$ cat src/rtl/core/skt_pkg.sv
`default_nettype none
// ----------------------------------------------------------------------------
// skt_pkg
// Shared types and codes of the sorted key table.
// ----------------------------------------------------------------------------
package skt_pkg;

	localparam int KeyW     = 32;
	localparam int ValW     = 32;
	localparam int EntryW   = KeyW + ValW;
	localparam int AddrMaxW = 10;

	localparam logic FUNC_SEARCH = 1'b0;
	localparam logic FUNC_INSERT = 1'b1;

	typedef enum logic [2:0] {
		ST_FOUND     = 3'd0,
		ST_NOT_FOUND = 3'd1,
		ST_INSERTED  = 3'd2,
		ST_DUPLICATE = 3'd3,
		ST_FULL      = 3'd4
	} status_t;

	typedef struct packed {
		logic                ren;
		logic [AddrMaxW-1:0] raddr;
		logic                wen;
		logic [AddrMaxW-1:0] waddr;
		logic [EntryW-1:0]   wdata;
	} mem_req_t;

	typedef struct packed {
		status_t            status;
		logic signed [31:0] found_value;
		logic signed [31:0] prev_key;
		logic               prev_is_head;
	} result_t;

endpackage
`default_nettype wire

$ cat src/rtl/core/skt_req_if.sv
`default_nettype none
// ----------------------------------------------------------------------------
// skt_req_if
// Request channel: operation, key and value.
// ----------------------------------------------------------------------------
interface skt_req_if;
	logic               valid;
	logic               ready;
	logic               func;
	logic signed [31:0] key;
	logic signed [31:0] value;

	modport source (output valid, func, key, value, input ready);
	modport sink   (input valid, func, key, value, output ready);
endinterface
`default_nettype wire

$ cat src/rtl/core/skt_rsp_if.sv
`default_nettype none
// ----------------------------------------------------------------------------
// skt_rsp_if
// Response channel: status, found value and predecessor key.
// ----------------------------------------------------------------------------
interface skt_rsp_if;
	logic               valid;
	logic               ready;
	logic [2:0]         status;
	logic signed [31:0] found_value;
	logic signed [31:0] prev_key;
	logic               prev_is_head;

	modport source (output valid, status, found_value, prev_key, prev_is_head, input ready);
	modport sink   (input valid, status, found_value, prev_key, prev_is_head, output ready);
endinterface
`default_nettype wire

$ cat src/rtl/core/skt_mem.sv
`default_nettype none
// ----------------------------------------------------------------------------
// skt_mem
// Entry store: one write and one read port, registered read data.
// ----------------------------------------------------------------------------
module skt_mem
	import skt_pkg::*;
#(
	parameter int DEPTH = 16
) (
	input  wire logic              clk,
	input  var  mem_req_t          mreq,
	output      logic [EntryW-1:0] rdata
);
	localparam int AW = (DEPTH > 1) ? $clog2(DEPTH) : 1;

	logic [EntryW-1:0] mem_q [DEPTH];

	always_ff @(posedge clk) begin
		if (mreq.wen) begin
			mem_q[mreq.waddr[AW-1:0]] <= mreq.wdata;
		end
	end

	always_ff @(posedge clk) begin
		if (mreq.ren) begin
			rdata <= mem_q[mreq.raddr[AW-1:0]];
		end
	end
endmodule
`default_nettype wire

$ cat src/rtl/core/skt_ctrl.sv
`default_nettype none
// ----------------------------------------------------------------------------
// skt_ctrl
// Scan, shift and place sequencer around the entry store.
// ----------------------------------------------------------------------------
module skt_ctrl
	import skt_pkg::*;
#(
	parameter int DEPTH = 16
) (
	input  wire logic               clk,
	input  wire logic               arst_n,
	input  wire logic               in_valid,
	output      logic               in_ready,
	input  wire logic               in_func,
	input  wire logic signed [31:0] in_key,
	input  wire logic signed [31:0] in_value,
	output      mem_req_t           mreq,
	input  wire logic [EntryW-1:0]  rdata,
	output      logic               done_valid,
	input  wire logic               done_ready,
	output      result_t            done
);
	localparam int CW = $clog2(DEPTH + 1);

	typedef enum logic [3:0] {
		S_IDLE  = 4'b0001,
		S_SCAN  = 4'b0010,
		S_SHIFT = 4'b0100,
		S_RESP  = 4'b1000
	} state_t;

	state_t             state_q;
	logic [CW-1:0]      cnt_q;
	logic [CW-1:0]      pos_q;
	logic [CW-1:0]      sh_q;
	logic [CW-1:0]      wdst_q;
	logic               rpend_q;
	logic               wpend_q;
	logic               func_q;
	logic signed [31:0] key_q;
	logic signed [31:0] val_q;
	logic signed [31:0] prev_q;
	logic signed [31:0] fval_q;
	status_t            status_q;

	logic signed [31:0] rd_key;
	logic signed [31:0] rd_val;
	logic [CW-1:0]      pos_inc;
	logic               full;

	assign rd_key  = rdata[EntryW-1:ValW];
	assign rd_val  = rdata[ValW-1:0];
	assign pos_inc = pos_q + CW'(1);
	assign full    = (cnt_q == CW'(DEPTH));

	assign in_ready   = (state_q == S_IDLE);
	assign done_valid = (state_q == S_RESP);

	assign done.status       = status_q;
	assign done.found_value  = fval_q;
	assign done.prev_key     = prev_q;
	assign done.prev_is_head = (pos_q == '0);

	always_comb begin
		mreq = '0;
		case (state_q)
			S_SCAN: begin
				if (!rpend_q) begin
					if (pos_q < cnt_q) begin
						mreq.ren   = 1'b1;
						mreq.raddr = AddrMaxW'(pos_q);
					end
				end else if (rd_key < key_q && pos_inc < cnt_q) begin
					mreq.ren   = 1'b1;
					mreq.raddr = AddrMaxW'(pos_inc);
				end
			end
			S_SHIFT: begin
				if (wpend_q) begin
					mreq.wen   = 1'b1;
					mreq.waddr = AddrMaxW'(wdst_q);
					mreq.wdata = rdata;
				end else if (sh_q == pos_q) begin
					mreq.wen   = 1'b1;
					mreq.waddr = AddrMaxW'(pos_q);
					mreq.wdata = {key_q, val_q};
				end
				if (sh_q > pos_q) begin
					mreq.ren   = 1'b1;
					mreq.raddr = AddrMaxW'(sh_q - CW'(1));
				end
			end
			default: begin
			end
		endcase
	end

	always_ff @(posedge clk or negedge arst_n) begin
		if (!arst_n) begin
			state_q <= S_IDLE;
			cnt_q   <= '0;
			rpend_q <= 1'b0;
			wpend_q <= 1'b0;
		end else begin
			case (state_q)
				S_IDLE: begin
					if (in_valid) begin
						state_q <= S_SCAN;
						rpend_q <= 1'b0;
					end
				end
				S_SCAN: begin
					if (!rpend_q) begin
						if (pos_q < cnt_q) begin
							rpend_q <= 1'b1;
						end else if (func_q == FUNC_INSERT && !full) begin
							state_q <= S_SHIFT;
						end else begin
							state_q <= S_RESP;
						end
					end else if (rd_key < key_q) begin
						rpend_q <= (pos_inc < cnt_q);
					end else begin
						rpend_q <= 1'b0;
						if (func_q == FUNC_INSERT && rd_key != key_q && !full) begin
							state_q <= S_SHIFT;
						end else begin
							state_q <= S_RESP;
						end
					end
				end
				S_SHIFT: begin
					if (sh_q > pos_q) begin
						wpend_q <= 1'b1;
					end else if (wpend_q) begin
						wpend_q <= 1'b0;
					end else begin
						cnt_q   <= cnt_q + CW'(1);
						state_q <= S_RESP;
					end
				end
				S_RESP: begin
					if (done_ready) begin
						state_q <= S_IDLE;
					end
				end
				default: state_q <= S_IDLE;
			endcase
		end
	end

	always_ff @(posedge clk) begin
		case (state_q)
			S_IDLE: begin
				func_q <= in_func;
				key_q  <= in_key;
				val_q  <= in_value;
				pos_q  <= '0;
				prev_q <= '0;
				fval_q <= '0;
			end
			S_SCAN: begin
				sh_q <= cnt_q;
				if (!rpend_q) begin
					if (!(pos_q < cnt_q)) begin
						if (func_q == FUNC_SEARCH) begin
							status_q <= ST_NOT_FOUND;
						end else if (full) begin
							status_q <= ST_FULL;
						end else begin
							status_q <= ST_INSERTED;
						end
					end
				end else if (rd_key < key_q) begin
					prev_q <= rd_key;
					pos_q  <= pos_inc;
				end else if (func_q == FUNC_SEARCH) begin
					if (rd_key == key_q) begin
						status_q <= ST_FOUND;
						fval_q   <= rd_val;
					end else begin
						status_q <= ST_NOT_FOUND;
					end
				end else if (rd_key == key_q) begin
					status_q <= ST_DUPLICATE;
				end else if (full) begin
					status_q <= ST_FULL;
				end else begin
					status_q <= ST_INSERTED;
				end
			end
			S_SHIFT: begin
				if (sh_q > pos_q) begin
					wdst_q <= sh_q;
					sh_q   <= sh_q - CW'(1);
				end
			end
			default: begin
			end
		endcase
	end
endmodule
`default_nettype wire

$ cat src/rtl/core/sorted_key_table.sv
`default_nettype none
// ----------------------------------------------------------------------------
// sorted_key_table
// Key/value table kept in ascending signed key order; search and insert.
//
//   channel  dir  payload                                     accepted when
//   req      in   func, key, value                            valid && ready
//   rsp      out  status, found_value, prev_key, prev_is_head  valid && ready
//
// One item at a time. A search reads the entries in ascending order until it
// reaches the search position; an insert then moves each entry above that
// position up by one and writes the new entry, each move going through the
// single read port of the entry store. Reset empties the table; stored entries
// need no clearing. A held response does not block the next request, which
// stalls only if its own response cannot leave.
// ----------------------------------------------------------------------------
module sorted_key_table
	import skt_pkg::*;
#(
	parameter int DEPTH = 16
) (
	input wire logic  clk,
	input wire logic  arst_n,
	skt_req_if.sink   req,
	skt_rsp_if.source rsp
);
	mem_req_t          mreq;
	logic [EntryW-1:0] rdata;
	logic              done_valid;
	logic              done_ready;
	result_t           done;
	logic              out_valid_q;
	result_t           out_q;

	skt_mem #(.DEPTH(DEPTH)) u_mem (
		.clk   (clk),
		.mreq  (mreq),
		.rdata (rdata)
	);

	skt_ctrl #(.DEPTH(DEPTH)) u_ctrl (
		.clk        (clk),
		.arst_n     (arst_n),
		.in_valid   (req.valid),
		.in_ready   (req.ready),
		.in_func    (req.func),
		.in_key     (req.key),
		.in_value   (req.value),
		.mreq       (mreq),
		.rdata      (rdata),
		.done_valid (done_valid),
		.done_ready (done_ready),
		.done       (done)
	);

	assign done_ready = !out_valid_q || rsp.ready;

	always_ff @(posedge clk or negedge arst_n) begin
		if (!arst_n) begin
			out_valid_q <= 1'b0;
		end else if (done_ready) begin
			out_valid_q <= done_valid;
		end
	end

	always_ff @(posedge clk) begin
		if (done_valid && done_ready) begin
			out_q <= done;
		end
	end

	assign rsp.valid        = out_valid_q;
	assign rsp.status       = out_q.status;
	assign rsp.found_value  = out_q.found_value;
	assign rsp.prev_key     = out_q.prev_key;
	assign rsp.prev_is_head = out_q.prev_is_head;
endmodule
`default_nettype wire
$ cat src/flat_wrapper.sv
// flat-port wrapper written by rule: the top's interface ports become plain ports
module sorted_key_table_flat import skt_pkg::*;
#(
	parameter int DEPTH = 16
)
  (clk, arst_n, req_valid, req_func, req_key, req_value, req_ready, rsp_valid, rsp_status, rsp_found_value, rsp_prev_key, rsp_prev_is_head, rsp_ready);
  skt_req_if req_i ();
  skt_rsp_if rsp_i ();
  input wire logic clk;
  input wire logic arst_n;
  input wire logic [$bits(req_i.valid)-1:0] req_valid;
  input wire logic [$bits(req_i.func)-1:0] req_func;
  input wire logic [$bits(req_i.key)-1:0] req_key;
  input wire logic [$bits(req_i.value)-1:0] req_value;
  output wire logic [$bits(req_i.ready)-1:0] req_ready;
  output wire logic [$bits(rsp_i.valid)-1:0] rsp_valid;
  output wire logic [$bits(rsp_i.status)-1:0] rsp_status;
  output wire logic [$bits(rsp_i.found_value)-1:0] rsp_found_value;
  output wire logic [$bits(rsp_i.prev_key)-1:0] rsp_prev_key;
  output wire logic [$bits(rsp_i.prev_is_head)-1:0] rsp_prev_is_head;
  input wire logic [$bits(rsp_i.ready)-1:0] rsp_ready;
  assign req_i.valid = req_valid;
  assign req_i.func = req_func;
  assign req_i.key = req_key;
  assign req_i.value = req_value;
  assign req_ready = req_i.ready;
  assign rsp_valid = rsp_i.valid;
  assign rsp_status = rsp_i.status;
  assign rsp_found_value = rsp_i.found_value;
  assign rsp_prev_key = rsp_i.prev_key;
  assign rsp_prev_is_head = rsp_i.prev_is_head;
  assign rsp_i.ready = rsp_ready;
  sorted_key_table #(.DEPTH(DEPTH)) u_core (.clk(clk), .arst_n(arst_n), .req(req_i), .rsp(rsp_i));
endmodule
$ cat config.mk
export PLATFORM = sky130hd
export DESIGN_NAME = sorted_key_table_flat
export DESIGN_NICKNAME = d
export VERILOG_FILES = /design/src/rtl/core/skt_pkg.sv /design/src/rtl/core/skt_req_if.sv /design/src/rtl/core/skt_rsp_if.sv /design/src/rtl/core/skt_mem.sv /design/src/rtl/core/skt_ctrl.sv /design/src/rtl/core/sorted_key_table.sv /design/src/flat_wrapper.sv
export SDC_FILE = /design/constraint.sdc
export NUM_CORES = 1
export LEC_CHECK = 0
export BUFFER_PORTS_ARGS = -buffer_cell sky130_fd_sc_hd__buf_2
export CAP_MARGIN = 40
export CORE_ASPECT_RATIO = 2
export CORE_MARGIN = 4
export CORE_UTILIZATION = 51
export CTS_BUF_LIST = sky130_fd_sc_hd__clkbuf_8
export CTS_CLUSTER_DIAMETER = 120
export CTS_CLUSTER_SIZE = 10
export DETAILED_ROUTE_END_ITERATION = 16
export PLACE_DENSITY_LB_ADDON = 0.1
export REMOVE_ABC_BUFFERS = 1
export SLEW_MARGIN = 10
export SYNTH_ARGS = -nofsm -noshare
export SYNTH_HDL_FRONTEND = slang
export SYNTH_SLANG_ARGS = --single-unit
$ cat constraint.sdc
create_clock -name clk -period 13.8 [get_ports clk]
set_clock_uncertainty 0.2 [all_clocks]
set_input_delay 0 -clock clk [delete_from_list [all_inputs] [get_ports clk]]
set_output_delay 0 -clock clk [all_outputs]
set_load 0.05 [all_outputs]
; ---- Yosys cells after proc, flatten, opt, wreduce, memory -nomap -nowiden
; Memories as Yosys holds them, arrays and structs flattened. A register that Yosys moved wholly into a read port is not among the register bits.
; Index checks and enable logic that the tools add are counted.
; Widths: inputs -> output; s select.
[totals]
reg_bits = 227
latch_bits = 0
ram_bits = 1024
mem_bits_ro = 0
out_inout_bits = 70
word_cells = 117
memories = 1
[op_classes]
add_sub_neg = 4
mul = 0
div = 0
magnitude_cmp = 4
eq_ne = 22
shift = 0
muxes = 47
bitwise_logic = 2
n_reduce_logical = 19
[mem_list]
columns = name, depth, width, rd, rd_clocked_by_memory_dff, wr, line_no
row1 = u_core.u_mem.mem_q, 16, 64, 1, 1, 1, skt_mem.sv:17  ; logic [EntryW-1:0] mem_q [DEPTH];
[ops]
columns = op, n
row1 = $mux 75, 3
row2 = $mux 32, 6
row3 = $pmux 32 s2, 2
row4 = $mux 11, 4
row5 = $mux 4, 9
row6 = $eq 32x32->1, 1
row7 = $lt 32x32->1, 1
row8 = $ne 32x32->1, 1
row9 = $ne 2x2->1 const B, 12
row10 = $pmux 11 s2, 1
row11 = $mux 3, 7
row12 = $pmux 5 s2, 2
row13 = $pmux 4 s4, 1
row14 = $mux 5, 3
row15 = $add 5x1->5 const B, 2
row16 = $lt 5x5->1, 2
row17 = $reduce_and 3->1, 3
row18 = $mux 1, 8
row19 = $ne 3x3->1 const B, 2
row20 = $reduce_and 2->1, 3
row21 = $reduce_and 6->1, 1
row22 = $sub 5x1->6 const B, 1
row23 = $eq 5x5->1, 1
row24 = $eq 5x5->1 const B, 1
row25 = 14 further kinds, 21

; ---- Longest topological paths before layout
; Gate-level depths: netlist (run 1).
[depth]
word_depth = 7
ltp_mapped = 15
mapped_depth_nobuf = 12

; ---- Cells and area by module
; Synthesis (run 1) repeated with hierarchy kept, for this count alone.
[hier_totals]
cells_unflattened = 2397
area_unflattened_um2 = 50472.2
[by_module_without_submodules]
columns = mod, n_inst, cells_per_inst, area_each_um2
row1 = skt_mem, 1, 1647, 40222.3
row2 = skt_ctrl, 1, 678, 8154.1
row3 = sorted_key_table, 1, 72, 2095.8

; ---- Worst setup path before layout (run 1)
; Ideal clock, no wire load.
[synth_timing]
kind = reg-to-reg
start = register u_core.u_ctrl.pos_q[2]
end = memory u_core.u_mem.mem_q[6][0] in the netlist's numbering (enable)
setup_ns = 0.487
arrival_time_ns = 4.719
setup_slack_ns = 8.394
stages_incl_launch_ff = 10
path_buffers = 2
path_cell_list = edfxtp_1 clkbuf_1 inv_1 ha_1 and3_1 nand3_1 nor3_1 clkbuf_1 a31oi_1 nor2_1
[synth_between]
elab_chain_cells = 6
[synth_rtl]
columns = item, line_no
row1 = from (decl), skt_ctrl.sv:35  ; logic [CW-1:0] pos_q;
row2 = from (signal assigned), skt_ctrl.sv:177  ; pos_q <= pos_inc;
row3 = $eq 5x5->1, skt_ctrl.sv:84  ; end else if (sh_q == pos_q) begin
row4 = $mux 75 *, skt_ctrl.sv:84
row5 = $mux 75 *, skt_ctrl.sv:80  ; if (wpend_q) begin
row6 = $mux 75 *, skt_ctrl.sv:67  ; case (state_q)
row7 = $mux 1, skt_mem.sv:20  ; if (mreq.wen) begin
row8 = $mux 1 (implied by the code), skt_mem.sv:21  ; mem_q[mreq.waddr[AW-1:0]] <= mreq.wdata;
row9 = to (decl), skt_mem.sv:17
; Mark *: on every way between the ends. The rest lies on a longest branch, timed or not.

; ---- Worst setup path in the final report (run 1)
[layout_timing]
start = register u_core.u_mem.rdata[36], read port of u_core.u_mem.mem_q
end = register u_core.u_mem.rdata[43], read port of u_core.u_mem.mem_q, data pin
[layout_between]
elab_chain_cells = 5
[layout_rtl]
columns = item, line_no
row1 = from (decl), skt_mem.sv:13  ; output logic [EntryW-1:0] rdata
row2 = $lt 32x32->1, skt_ctrl.sv:74  ; end else if (rd_key < key_q && pos_inc < cnt_q) begin
row3 = $logic_and 1x1->1, skt_ctrl.sv:74
row4 = $mux 11, skt_ctrl.sv:74
row5 = $mux 11, skt_ctrl.sv:69  ; if (!rpend_q) begin
row6 = $pmux 11 s2, skt_ctrl.sv:67
; No other way between the ends.
; A chain may end at the register's enable or synchronous reset.

==> insert_results.sql, run 1 <==
INSERT INTO impl_metrics (metric_group, metric, value, unit) VALUES
('status', 'status', 'completed', ''),
('floorplan', 'dieWidth', '238.0', 'um'),
('pwr', 'static-leakage-power', '20.61', 'nW'),
('yosys', 'synthesized_area_per_cell', '16.04', 'um^2'),
('placement', 'detailedPlacementHpwl', '76430', 'um'),
('floorplan', 'dieArea', '111400', 'um^2'),
('yosys', 'ys_top_cells_by_count', 'sky130_fd_sc_hd__edfxtp_1, sky130_fd_sc_hd__o211ai_1, sky130_fd_sc_hd__inv_1', ''),
('sta', 'hold_viol_final', '0', ''),
('sta', 'final.hold.worst_slack', '0.2001', 'ns'),
('floorplan', 'core-area', '104900', 'um^2'),
('global_route', 'grt_pass1_wl', '217300', 'um'),
('worst_setup_path', 'critPathKind', 'flip-flop to flip-flop', ''),
('clock_tree', 'clock_tree_sinks', '1314', ''),
('route', 'via_count', '31950', ''),
('yosys', 'synthesis.area', '53970', 'um^2'),
('global_route', 'grt_overflow', '0', ''),
('sta', 'rsz0062_at_grt', 'false', ''),
('global_route', 'groute.usage.overall', '26.36', '%'),
('worst_setup_path', 'cp-start-kind', 'flip-flop', ''),
('placement', 'portbufs', '138', ''),
('floorplan', 'io_pins', '139', ''),
('worst_setup_path', 'kind_of_end_point_of_the_critical_path', 'flip-flop', ''),
('yosys', 'dominant_cell_type_by_area_after_synthesis', 'sky130_fd_sc_hd__edfxtp_1', ''),
('route', 'first_pass_iters', '5', ''),
('route', 'antenna_left', '0', ''),
('yosys', 'synthArstFlopShare', '0.9132', '%'),
('yosys', 'synth_seq_area_share', '73.01', '%'),
('clock_tree', 'deepest_level_of_the_cts_h_tree', '4', ''),
('min_path', 'timing.hold.worst.class', 'input pin to flip-flop', ''),
('clock_tree', 'cts_buffer_depth', '3', ''),
('yosys', 'synth_enable_flop_cells', '1302', ''),
('floorplan', 'initial_utilization', '51.45', '%'),
('placement', 'place.gp.congestion', '0.8362', ''),
('sta', 'maxClockFrequency', '160.6', 'MHz'),
('sta', 'pins_over_their_slew_limit', '0', ''),
('sta', 'fin_crit_sh', '45.13', '%'),
('pwr', 'power_density', '153.7', 'nW/um^2'),
('yosys', 'synth.distinct_cells', '70', ''),
('flow_run', 'drv_cap', '0', ''),
('yosys', 'yosys_register_bits', '1314', ''),
('yosys', 'synth.most_common_cell', 'sky130_fd_sc_hd__edfxtp_1', ''),
('sta', 'period_needed', '6.228', 'ns'),
('route', 'initial_drc_count', '2919', ''),
('route', 'postRouteWirelength', '148900', 'um'),
('layout', 'post_route_cells_drive_above_1_share', '18.17', '%'),
('yosys', 'ys_top_cells_by_area', 'sky130_fd_sc_hd__edfxtp_1, sky130_fd_sc_hd__o211ai_1, sky130_fd_sc_hd__mux2_2', ''),
('pwr', 'ir_drop', '0.1274', 'mV'),
('floorplan', 'die_y', '468.0', 'um'),
('yosys', 'synth_cells', '3364', ''),
('layout', 'area_delta_synth_final', '11.71', '%'),
('global_route', 'pin_count_of_the_biggest_net_entering_global_routing', '180', ''),
('worst_setup_path', 'crit_path_max_fanout', '60', ''),
('clock_tree', 'cts.reportedPaths.clkPinSlew', '0.07', 'ns'),
('yosys', 'synth_largest_type_area_fraction', '72.45', '%'),
('global_route', 'grt_antenna_before_repair', '3', ''),
('route', 'vias_per_cell', '6.366', ''),
('route', 'drc', '0', ''),
('route', 'routedWlPerCell', '29.67', 'um'),
('layout', 'final_net_count', '3753', ''),
('sta', 'slew-limit-headroom', '22.27', '%'),
('clock_tree', 'tritoncts.num_buffers', '149', ''),
('sta', 'timing_worst_slew_pin_value', '1.166', 'ns'),
('global_route', 'grt_pass1_vias', '32910', ''),
('floorplan', 'rows', '168', ''),
('sta', 'setup_viol', '0', ''),
('clock_tree', 'ctsRootBufferMaster', 'sky130_fd_sc_hd__clkbuf_8', ''),
('worst_setup_path', 'worst_ep_required_time', '14.27', 'ns'),
('pwr', 'totalPowerFinal', '9.268', 'mW'),
('clock_tree', 'cts_tree', 'yes', ''),
('clock_tree', 'insertion_delay', '0.86', 'ns'),
('worst_setup_path', 'critPathArrivalTime', '6.69', 'ns'),
('yosys', 'synth_top_flop_cell', 'sky130_fd_sc_hd__edfxtp_1', ''),
('yosys', 'ys.warnings.count', '0', '');
[routing by layer]
metal / vias to the layer above / track usage (%) / wire (um)
met1: 16640 / 34.03 / 59830
met4: 0 / 10.08 / 5468
met5: - / 0 / 0
met2: 1216 / 45.11 / 75180
met3: 319 / 4.263 / 8385
li1: 13770 / - / -
[timing repair]
item                      4_1_cts  5_1_grt
buffers inserted                0        0
hold endpoints to repair      115        0
hold buffers                  137        0
resized for setup               0        0
[critical path: stages (launching register included)]
cell and delay [ns]:
sky130_fd_sc_hd__edfxtp_1 0.53, sky130_fd_sc_hd__ha_1 0.39, sky130_fd_sc_hd__and4_1 0.22, sky130_fd_sc_hd__nand3_1 0.18
sky130_fd_sc_hd__a21o_1 0.26, sky130_fd_sc_hd__a31oi_1 0.27, sky130_fd_sc_hd__o22a_4 0.24, sky130_fd_sc_hd__buf_4 0.59
sky130_fd_sc_hd__buf_4 0.76, sky130_fd_sc_hd__nor3_1 0.21, sky130_fd_sc_hd__a221oi_4 0.34, sky130_fd_sc_hd__buf_4 0.54
sky130_fd_sc_hd__buf_4 0.72, sky130_fd_sc_hd__o211ai_1 0.22, sky130_fd_sc_hd__nand4_1 0.23
[cell type report]
| cell class | count | area, um^2 |
|---|---|---|
| timing repair buffer | 369 | 3258 |
| tap | 1360 | 1702 |
| fill | 8077 | 44600 |
| inverter | 310 | 1166 |
| clock buffer | 155 | 2133 |
| sequential | 1314 | 39400 |
| multi-input combinational | 1489 | 12540 |
| clock inverter | 17 | 80.08 |
| antenna | 4 | 10.01 |
[kinds of logic after synthesis]
group	Yosys count	synth area share, %
flip-flops	1314	73.01
AO/OA/AOI/OAI	913	13.37
buffers and inverters	561	4.192
AND/OR/NAND/NOR	259	2.752
multiplexers	256	5.339
adder cells (fa/ha/maj)	51	1.182
XOR/XNOR	10	0.1623
[registers in the layout, indices dropped and copies added (netlist names), 3 cells and up]
name                    flops
u_core.u_ctrl.prev_q       32
u_core.u_mem.rdata         64
u_core.u_ctrl.pos_q         5
u_core.u_ctrl.key_q        32
u_core.u_ctrl.val_q        32
u_core.u_mem.mem_q       1024
u_core.u_ctrl.cnt_q         5
u_core.rsp.found_value     32
u_core.u_ctrl.sh_q          5
u_core.u_ctrl.fval_q       32
u_core.u_ctrl.state_q       4
u_core.rsp.prev_key        32
u_core.u_ctrl.status_q      3
u_core.rsp.status           3
u_core.u_ctrl.wdst_q        4
[path summary, 6_finish.rpt]
path / startpoint / endpoint / slack [ns] / cells past startpoint
max reg2reg: u_core.u_mem.rdata[36]$_DFFE_PP_ / u_core.u_mem.rdata[43]$_DFFE_PP_ / 7.57 / 14
min in group asynchronous: arst_n / u_core.u_ctrl.wpend_q$_DFFE_PN0P_ / 0.54 / 4
max: u_core.u_mem.rdata[36]$_DFFE_PP_ / u_core.u_mem.rdata[43]$_DFFE_PP_ / 7.57 / 14
min reg2reg: u_core.u_ctrl.status_q[2]$_DFFE_PP_ / u_core.rsp.status[2]$_DFFE_PP_ / 0.21 / 0
min: req_value[10] / u_core.u_ctrl.val_q[10]$_DFFE_PP_ / 0.20 / 3
max in group asynchronous: arst_n / u_core.u_ctrl.state_q[1]$_DFFE_PN0P_ / 12.48 / 4
[through the flow]
| stage | instance area [um^2] | setup slack (ns) | setup TNS (ns) | cells | util, % |
|---|---|---|---|---|---|
| 2_1_floorplan | 52870 | -6.412 | -408.53 | 3113 | - |
| 3_3_place_gp | 56050 | 7.420 | 0 | 4678 | 53.44 |
| 3_5_place_dp | 56690 | 7.645 | 0 | 4705 | 54.05 |
| 4_1_cts | 60280 | 7.592 | 0 | 5014 | 57.47 |
| 5_1_grt | 60280 | 7.376 | 0 | 5016 | 57.47 |
| 6_report | 60290 | 7.572 | 0 | 5018 | 57.48 |
[placed cells by master (no fill, tap or decap), drive strengths merged, types with 32 or more instances in the layout]
master / instances
edfxtp: 1302
o211ai: 765
inv: 323
mux2: 255
buf: 232
clkbuf: 155
dlygate4sd3: 137
nand4: 71
and2: 69
a22o: 64
ha: 51
nand2: 38
nor2: 32
[report_power, final]
group / switching, mW / total (mW) / internal (mW)
Combinational: 1.47 / 2.02 / 0.554
Sequential: 0.161 / 4.94 / 4.78
Clock: 1.30 / 2.30 / 1.00
Power figures use the tool's default switching activity.
==> run 2: changes to the inputs <==
==> constraint.sdc (replaced) <==
create_clock -name clk -period 5.4 [get_ports clk]
set_clock_uncertainty 0.2 [all_clocks]
set_input_delay 0 -clock clk [delete_from_list [all_inputs] [get_ports clk]]
set_output_delay 0 -clock clk [all_outputs]
set_load 0.05 [all_outputs]
==> run 2 against run 1 <==
  * Combinational power grew to 2.6 times the previous value
  * Sequential share of layout area shrank 0.34 points
  * Die area is the same
  * Sequential cell count is the same
  * Maximum frequency grew 24%
  * Cell count grew 0.32%
  * Clock-buffer cell count shrank 3
  * Critical path type unchanged
  * Critical endpoint is now u_core.u_mem.rdata[59]$_DFFE_PP_
  * Highest routed layer unchanged
==> insert_results.sql, run 2 (synthesis gave the netlist of run 1 again) <==
INSERT INTO impl_metrics (metric_group, metric, value, unit) VALUES
('worst_setup_path', 'critical_path.reg2reg.startpoint', 'u_core.u_mem.rdata[63]$_DFFE_PP_', ''),
('layout', 'post_route_cells_drive_above_1_share', '18.63', '%'),
('sta', 'timing.final.ws_setup', '0.3894', 'ns'),
('floorplan', 'initial_utilization', '51.45', '%'),
('floorplan', 'dieArea', '111400', 'um^2'),
('pwr', 'power_density', '394.8', 'nW/um^2'),
('floorplan', 'rows', '168', ''),
('worst_setup_path', 'crit_path_max_fanout', '69', ''),
('global_route', 'groute.usage.overall', '26.56', '%'),
('layout', 'final_net_count', '3769', ''),
('pwr', 'totalPowerFinal', '23.92', 'mW'),
('sta', 'rsz0062_at_grt', 'false', ''),
('floorplan', 'core-area', '104900', 'um^2'),
('layout', 'core_occupancy_in_the_finished_layout', '57.78', '%'),
('placement', 'placedCellCount', '4720', ''),
('sta', 'pins_over_their_slew_limit', '0', ''),
('worst_setup_path', 'ff2ff_path_depth', '12', ''),
('placement', 'detailedPlace.worstSlack', '0.4358', 'ns'),
('sta', 'setup_viol', '0', ''),
('global_route', 'pin_count_of_the_biggest_net_entering_global_routing', '155', ''),
('global_route', 'grt_pass1_vias', '33610', ''),
('worst_setup_path', 'worst_ep_required_time', '5.78', 'ns'),
('global_route', 'grt_overflow', '0', ''),
('sta', 'final.hold.worst_slack', '0.1734', 'ns'),
('worst_setup_path', 'reg2reg_setup_slack', '0.39', 'ns'),
('sta', 'timing_worst_slew_pin_value', '0.9324', 'ns'),
('sta', 'slew-limit-headroom', '37.84', '%'),
('route', 'routed-wl-met2', '75990', 'um'),
('placement', 'portbufs', '138', ''),
('floorplan', 'die_y', '468.0', 'um'),
('clock_tree', 'deepest_level_of_the_cts_h_tree', '4', ''),
('floorplan', 'dieWidth', '238.0', 'um'),
('clock_tree', 'cts_tree', 'yes', ''),
('worst_setup_path', 'critPathKind', 'flip-flop to flip-flop', ''),
('floorplan', 'io_pins', '139', ''),
('clock_tree', 'clock_tree_sinks', '1314', ''),
('clock_tree', 'tritoncts.num_buffers', '149', ''),
('sta', 'fin_crit_sh', '92.79', '%'),
('worst_setup_path', 'cp-start-kind', 'flip-flop', ''),
('worst_setup_path', 'worst_r2r_endpoint', 'u_core.u_mem.rdata[59]$_DFFE_PP_', ''),
('pwr', 'static-leakage-power', '20.71', 'nW'),
('pwr', 'ir_drop', '0.3906', 'mV'),
('route', 'first_pass_iters', '5', ''),
('route', 'postRouteWirelength', '149500', 'um'),
('layout', 'mostFrequentLayoutCell', 'sky130_fd_sc_hd__edfxtp_1', ''),
('placement', 'detailedPlacementHpwl', '77370', 'um'),
('route', 'vias_per_cell', '6.367', ''),
('route', 'met3_length', '8745', 'um'),
('route', 'initial_drc_count', '3216', ''),
('layout', 'final_cells', '5034', ''),
('layout', 'final_cell_mix', 'sky130_fd_sc_hd__edfxtp_1, sky130_fd_sc_hd__o211ai_1, sky130_fd_sc_hd__inv_1', ''),
('worst_setup_path', 'cp-endpoint', 'u_core.u_mem.rdata[59]$_DFFE_PP_', ''),
('sta', 'period_needed', '5.011', 'ns'),
('sta', 'hold_viol_final', '0', ''),
('min_path', 'timing.hold.worst.class', 'input pin to flip-flop', ''),
('clock_tree', 'insertion_delay', '0.86', 'ns'),
('route', 'via_count', '32050', ''),
('global_route', 'grt_pass1_wl', '219000', 'um'),
('clock_tree', 'cts_buffer_depth', '3', ''),
('worst_setup_path', 'critPathArrivalTime', '5.39', 'ns'),
('layout', 'nFillCells', '8048', ''),
('flow_run', 'drv_cap', '0', ''),
('worst_setup_path', 'kind_of_end_point_of_the_critical_path', 'flip-flop', ''),
('global_route', 'grt_antenna_before_repair', '2', ''),
('route', 'drc', '0', ''),
('placement', 'place.gp.congestion', '0.8498', ''),
('clock_tree', 'cts.reportedPaths.clkPinSlew', '0.07', 'ns'),
('route', 'antenna_left', '0', ''),
('route', 'top_layer', 'met4', ''),
('sta', 'maxClockFrequency', '199.6', 'MHz'),
('worst_setup_path', 'worst_setup_path_startpoint', 'u_core.u_mem.rdata[63]$_DFFE_PP_', ''),
('clock_tree', 'cts_setup_buffers', '0', ''),
('route', 'detail_route.wirelength.met1', '58780', 'um'),
('status', 'status', 'completed', ''),
('clock_tree', 'ctsRootBufferMaster', 'sky130_fd_sc_hd__clkbuf_8', ''),
('route', 'routedWlPerCell', '29.70', 'um'),
('layout', 'largest_register_ff_count', '1024', ''),
('layout', 'area_delta_synth_final', '12.30', '%');
==> run 2: changes by cell type in the layout (fill, tap and decap cells not counted) <==
| cell | change |
|---|---|
| sky130_fd_sc_hd__buf_2 | +2 |
| sky130_fd_sc_hd__inv_6 | +2 |
| sky130_fd_sc_hd__clkinvlp_4 | +4 |
| sky130_fd_sc_hd__buf_16 | -11 |
| sky130_fd_sc_hd__diode_2 | -2 |
| sky130_fd_sc_hd__inv_1 | -2 |
| sky130_fd_sc_hd__clkinv_8 | +1 |
| sky130_fd_sc_hd__buf_4 | -8 |
| sky130_fd_sc_hd__buf_12 | +33 |
| sky130_fd_sc_hd__clkbuf_8 | -3 |
==> run 2: area by class of cell <==
class                           count  area, um^2  area share [%]
Clock inverter                     22       136.4          0.2250
Sequential cell                  1314       39400           65.01
Clock buffer                      152        2092           3.452
Tap cell                         1360        1702           2.808
Antenna cell                        2       5.005        0.008258
Timing Repair Buffer              385        3566           5.884
Inverter                          310        1166           1.924
Multi-Input combinational cell   1489       12540           20.69
==> run 2: worst min path at each step <==
| stage | cells after the start | endpoint | slack (ns) | from |
|---|---|---|---|---|
| final | 3 | u_core.u_ctrl.val_q[14]$_DFFE_PP_ | 0.17 | req_value[14] |
| after global routing | 3 | u_core.u_ctrl.val_q[1]$_DFFE_PP_ | 0.14 | req_value[1] |
| after CTS | 3 | u_core.u_ctrl.val_q[20]$_DFFE_PP_ | 0.07 | req_value[20] |
| after detailed placement | 1 | u_core.rsp.valid$_DFFE_PN0P_ | -0.30 | arst_n |
| after global placement | 1 | u_core.rsp.valid$_DFFE_PN0P_ | -0.30 | arst_n |
| after floorplan | 0 | u_core.rsp.valid$_DFFE_PN0P_ | -0.50 | arst_n |
==> run 2: critical path, cell delays in order (launching register included) <==
cell and delay, ns:
sky130_fd_sc_hd__edfxtp_1 0.46, sky130_fd_sc_hd__ha_1 0.48, sky130_fd_sc_hd__nand4_2 0.29, sky130_fd_sc_hd__nor3_2 0.50, sky130_fd_sc_hd__nand2b_1 0.18, sky130_fd_sc_hd__a31oi_1 0.29
sky130_fd_sc_hd__o22a_4 0.23, sky130_fd_sc_hd__buf_4 0.50, sky130_fd_sc_hd__o21a_4 0.65, sky130_fd_sc_hd__buf_12 0.40, sky130_fd_sc_hd__o211ai_1 0.16, sky130_fd_sc_hd__o211ai_1 0.14
sky130_fd_sc_hd__nand4_1 0.15
==> run 2: power by group <==
group	internal [mW]	switching, mW	leakage [nW]
Sequential	12.2	0.440	13.3
Clock	2.53	3.39	1.17
Combinational	1.55	3.78	6.27
==> run 2: metrics by stage <==
stage	TNS, ns	cell area [um^2]
5_1_grt	0	60600
4_1_cts	0	60590
3_5_place_dp	0	56990
3_3_place_gp	0	56780
6_report	0	60600
2_1_floorplan	-4755.18	52870
==> run 2: metal layers <==
layer,global-route usage (%),up-vias
li1,-,13790
met1,33.62,16620
met2,46.24,1295
met3,3.928,349
met4,10.57,0
met5,0,-
==> run 2: timing repair <==
action	CTS	global route
resized for setup	0	0
hold buffers	137	0
endpoints found under the hold margin	151	0
setup endpoints to repair	0	0
